File: src/rtl/core/bavg_pkg.sv
// shared types and constants of the block average downscaler
// depends on nothing; all other files but bavg_ram refer to it by scoped names
package bavg_pkg;

    // limits
    localparam int MAX_WIDTH = 2048;
    localparam int MAX_BLOCK = 16;

    // configuration port
    localparam int CFG_IDX_W  = 2;
    localparam int CFG_DATA_W = 13;
    localparam logic [CFG_IDX_W-1:0] CFG_BLOCK_SIZE   = 2'd0;
    localparam logic [CFG_IDX_W-1:0] CFG_IMAGE_WIDTH  = 2'd1;
    localparam logic [CFG_IDX_W-1:0] CFG_IMAGE_HEIGHT = 2'd2;

    // register widths and reset values
    localparam int BS_W     = 5;
    localparam int WIDTH_W  = 12;
    localparam int HEIGHT_W = 13;
    localparam logic [BS_W-1:0]     BS_RESET     = 5'd10;
    localparam logic [WIDTH_W-1:0]  WIDTH_RESET  = 12'd2048;
    localparam logic [HEIGHT_W-1:0] HEIGHT_RESET = 13'd2048;

    // datapath widths
    localparam int PIX_W  = 8;
    localparam int COL_W  = 11;
    localparam int ROW_W  = 13;
    localparam int TIL_W  = 4;
    localparam int TCOL_W = 11;
    localparam int CSUM_W = 12;
    localparam int RSUM_W = 16;
    localparam int AREA_W = 9;

    // serial divider
    localparam int DIV_N_W   = 16;
    localparam int DIV_D_W   = 9;
    localparam int DIV_CNT_W = 4;
    localparam logic [DIV_CNT_W-1:0] DIV_LAST = 4'd15;

    // controller to datapath commands
    typedef struct packed {
        logic cfg_go;
        logic cfg_latch;
        logic accept;
        logic acc;
        logic div_go;
        logic out_load;
    } cmd_t;

    // datapath to controller status
    typedef struct packed {
        logic div_done;
        logic tile_done;
        logic out_busy;
    } sts_t;

endpackage

File: src/rtl/core/bavg_ctrl.sv
// controller state machine: geometry recompute, pixel accumulate, averaging
// depends on bavg_pkg
module bavg_ctrl (
    input  logic           clk,
    input  logic           rst_n,
    input  logic           cfg_we,
    input  logic           in_valid,
    output logic           in_stall,
    input  bavg_pkg::sts_t sts,
    output bavg_pkg::cmd_t cmd
);

    localparam logic [2:0] ST_CFG_GO   = 3'd0;
    localparam logic [2:0] ST_CFG_WAIT = 3'd1;
    localparam logic [2:0] ST_IDLE     = 3'd2;
    localparam logic [2:0] ST_ACC      = 3'd3;
    localparam logic [2:0] ST_DIV_GO   = 3'd4;
    localparam logic [2:0] ST_DIV_WAIT = 3'd5;
    localparam logic [2:0] ST_OUT      = 3'd6;

    logic [2:0] state_reg;
    logic [2:0] state_next;

    // input handshake
    assign in_stall = (state_reg != ST_IDLE) || cfg_we;

    // commands
    always_comb
    begin
        cmd           = '0;
        cmd.cfg_go    = (state_reg == ST_CFG_GO);
        cmd.cfg_latch = (state_reg == ST_CFG_WAIT) && sts.div_done;
        cmd.accept    = in_valid && !in_stall;
        cmd.acc       = (state_reg == ST_ACC);
        cmd.div_go    = (state_reg == ST_DIV_GO);
        cmd.out_load  = (state_reg == ST_OUT) && !sts.out_busy;
    end

    // next state
    always_comb
    begin
        state_next = state_reg;
        if (cfg_we)
        begin
            state_next = ST_CFG_GO;
        end
        else
        begin
            unique case (state_reg)
                ST_CFG_GO:   state_next = ST_CFG_WAIT;
                ST_CFG_WAIT: if (sts.div_done) state_next = ST_IDLE;
                ST_IDLE:     if (cmd.accept) state_next = ST_ACC;
                ST_ACC:      state_next = sts.tile_done ? ST_DIV_GO : ST_IDLE;
                ST_DIV_GO:   state_next = ST_DIV_WAIT;
                ST_DIV_WAIT: if (sts.div_done) state_next = ST_OUT;
                ST_OUT:      if (!sts.out_busy) state_next = ST_IDLE;
                default:     state_next = ST_IDLE;
            endcase
        end
    end

    always_ff @(posedge clk or negedge rst_n)
    begin
        if (!rst_n)
        begin
            state_reg <= ST_CFG_GO;
        end
        else
        begin
            state_reg <= state_next;
        end
    end

endmodule

File: config.mk
export PLATFORM = sky130hd
export DESIGN_NAME = bavg_ctrl
export DESIGN_NICKNAME = d
export VERILOG_FILES = /design/src/rtl/core/bavg_pkg.sv /design/src/rtl/core/bavg_ctrl.sv
export SDC_FILE = /design/constraint.sdc
export NUM_CORES = 1
export LEC_CHECK = 0
export BUFFER_PORTS_ARGS = -buffer_cell sky130_fd_sc_hd__buf_2
export CAP_MARGIN = 5
export CELL_PAD_IN_SITES_DETAIL_PLACEMENT = 1
export CELL_PAD_IN_SITES_GLOBAL_PLACEMENT = 2
export CORE_MARGIN = 10
export CORE_UTILIZATION = 15
export DETAILED_ROUTE_END_ITERATION = 6
export PLACE_DENSITY = 0.61
export SYNTH_ARGS = -nofsm -noshare
export SYNTH_HDL_FRONTEND = slang
export SYNTH_SLANG_ARGS = --single-unit
export TNS_END_PERCENT = 100
File: constraint.sdc
create_clock -name clk -period 1.15 [get_ports clk]
set_input_delay 0.115 -clock clk [delete_from_list [all_inputs] [get_ports clk]]
set_output_delay 0.115 -clock clk [all_outputs]
set_load 0.01 [all_outputs]
==> out/metrics.cfg <==
[clocking]
clk_pin_slew_worst_paths_ns=0.04
cts_tree=yes
clock_path_buffers=2
htreeDepth=1
insertion_delay_ns=0.23
cts_sinks=3
cts_buffers=3
cts_root_buffer=clkbuf_4

[power_and_ir_drop]
leakagePower_nw=0.198
power.density_nw_per_um2=1020
peakVddDrop_mv=0.540
power_w=0.000423

[yosys]
syn_inst=26
yosys_warnings=0
synthTopCellsByArea=dfrtp_1, nor3_1, nor2_1
synth_top_area_cell=dfrtp_1
syn-num-nets=33
synth_common_cells=nor2_1, nor3_1, dfrtp_1, nand2_1
synth_flop_cell=dfrtp_1
netlist_area_um2=201
synth.top_cell.area_share_pct=37.3
synth_seq_area_share_pct=37.3
async_reset_ff_share_pct=100
synth_cell_types=14
synth.avg_cell_area_um2=7.75
synth-edff-count=0
ys_ff_latch=3

[timing]
timing.final.crit_share_pct=124
maxSlewHeadroom_pct=84.2
tightest_slew_ns=0.235
layout_setup_ws_ns=-0.271
final-hold-violation-count=0
grt_setup_unrepaired=true
setup_viol=7
fin_crit_ns=1.42
fmax_mhz=703
maxSlewViolCount=0
skew_ns=0.00508

[die]
rows=13
core_um2=1280
die-area_um2=3210
start_util_pct=15.7
io_pins=14
die_y_um=56.6
die_x_um=56.6

[outcome]
violations=setup timing
status=finished, violations left

[critical_path]
cp_top_family=simple AND/OR/NAND/NOR gates
worstSetupPathType=register to output pin
crit_slowest_cell=dfrtp_1
critPathCaptureType=output pin
critPathRequiredTime_ns=1.03
critPathMaxFanout=2
crit_buf_inv=1
crit_path_start_kind=register
slowest_delay_ns=0.37
crit_cells=4
crit_chain=nand2b_4 -> or3_4 -> nor2_4 -> buf_6
reg2regPathDepth=4
worst_ep_arrival_time_ns=1.31

[detailed_routing]
final_antenna_net_count=0
wl_um=814
wl_per_cell_um=12.9
vias=269
drt_iter0_markers=2
first_pass_iters=3
drc_errors=0
viasPerCell=4.27

[grt]
grt_first_pass_wirelength_um=1330
grt-ovfl-total=0
grt_max_degree=9
grt_use_total_pct=5.23
antenna_found_initial=0
first_global_vias=318

[layout]
fillers=167
antenna-diode-count=0
drive_above_1_share_pct=60.4
seq_area_um2=75.1
multi_input_area_um2=155
final_cells=63
finalInstanceArea_um2=415
syn2layout_area_growth_pct=106
largest_register_ffs=3
nets=56

[placement]
dpl_cell_area_um2=315
dp.cells=57
numPortBuffers=13
place_congestion=0.747
hpwlAfterDp_um=626

[hold_path]
min_path_cells=2
hp-class=input pin to register

[run]
drv_cap=0

[cells by family (layout without fill, tap and decap cells)]
group | Yosys count | count (layout) | share of synthesized area [%]
simple gates | 16 | 16 | 43.5
compound gates | 4 | 4 | 13.0
buf+inv | 3 | 25 | 6.21
flops | 3 | 3 | 37.3
[metrics by stage]
stage	hold WS [ns]	worst slack (ns)	setup TNS [ns]	utilization [%]
5_1_grt	0.129	-0.320	-1.35	32.3
4_1_cts	0.105	-0.286	-0.885	29.5
3_5_place_dp	-0.0876	-0.0698	-0.0789	24.5
3_3_place_gp	-0.0917	-0.0474	-0.0474	24.5
6_report	0.117	-0.271	-0.930	32.3
2_1_floorplan	-0.181	-0.0417	-0.0417	-
[cell type report]
type | instances | area share [%]
inverter | 2 | 1.81
multi-input combinational | 20 | 37.3
sequential | 3 | 18.1
clock buffer | 4 | 6.33
timing repair buffer | 19 | 31.9
tap | 15 | 4.52
[cell usage in the layout (no fill, tap or decap), types with 2 or more instances in the layout]
cell,Yosys,routed
nor2_1,4,4
nand2_1,3,2
nor3_1,4,2
buf_6,0,4
buf_2,1,11
clkbuf_4,0,3
a21oi_1,2,2
dfrtp_1,3,3
inv_1,2,2
buf_4,0,3
[report_power, final]
group	leakage (nW)	switching, W	internal [W]	total [W]
logic	0.143	0.0000607	0.0000592	0.000120
clock network	0.0150	0.0000537	0.000130	0.000184
registers	0.0394	0.00000604	0.000113	0.000119
total	0.198	0.000120	0.000302	0.000423
[worst paths after layout]
check	slack, ns	to	start
worst max-delay path	-0.27	cmd[3]	state_reg[2]$_DFFE_PN0P_
worst max register to register	0.03	state_reg[2]$_DFFE_PN0P_	state_reg[2]$_DFFE_PN0P_
worst min-delay path	0.12	state_reg[0]$_DFFE_PN0P_	cfg_we
min in group asynchronous	0.22	state_reg[1]$_DFFE_PN0P_	rst_n
max in group asynchronous	0.82	state_reg[0]$_DFFE_PN0P_	rst_n
worst min register to register	0.76	state_reg[2]$_DFFE_PN0P_	state_reg[0]$_DFFE_PN0P_
[repair_timing]
| action | in CTS | in global routing |
|---|---|---|
| pin swaps | 0 | 1 |
| hold endpoints to repair | 3 | 0 |
| endpoints found under the setup margin | 8 | 7 |
| resized for setup | 5 | 6 |
| setup buffers | 0 | 2 |
| hold buffers | 1 | 0 |
[layer usage]
layer	wire length [um]	GRT usage (%)
met5	0	0
met4	0	3.09
met3	87	3.15
met2	417	8.46
met1	310	4.95
Note: power is estimated with default switching activity, not from simulation.
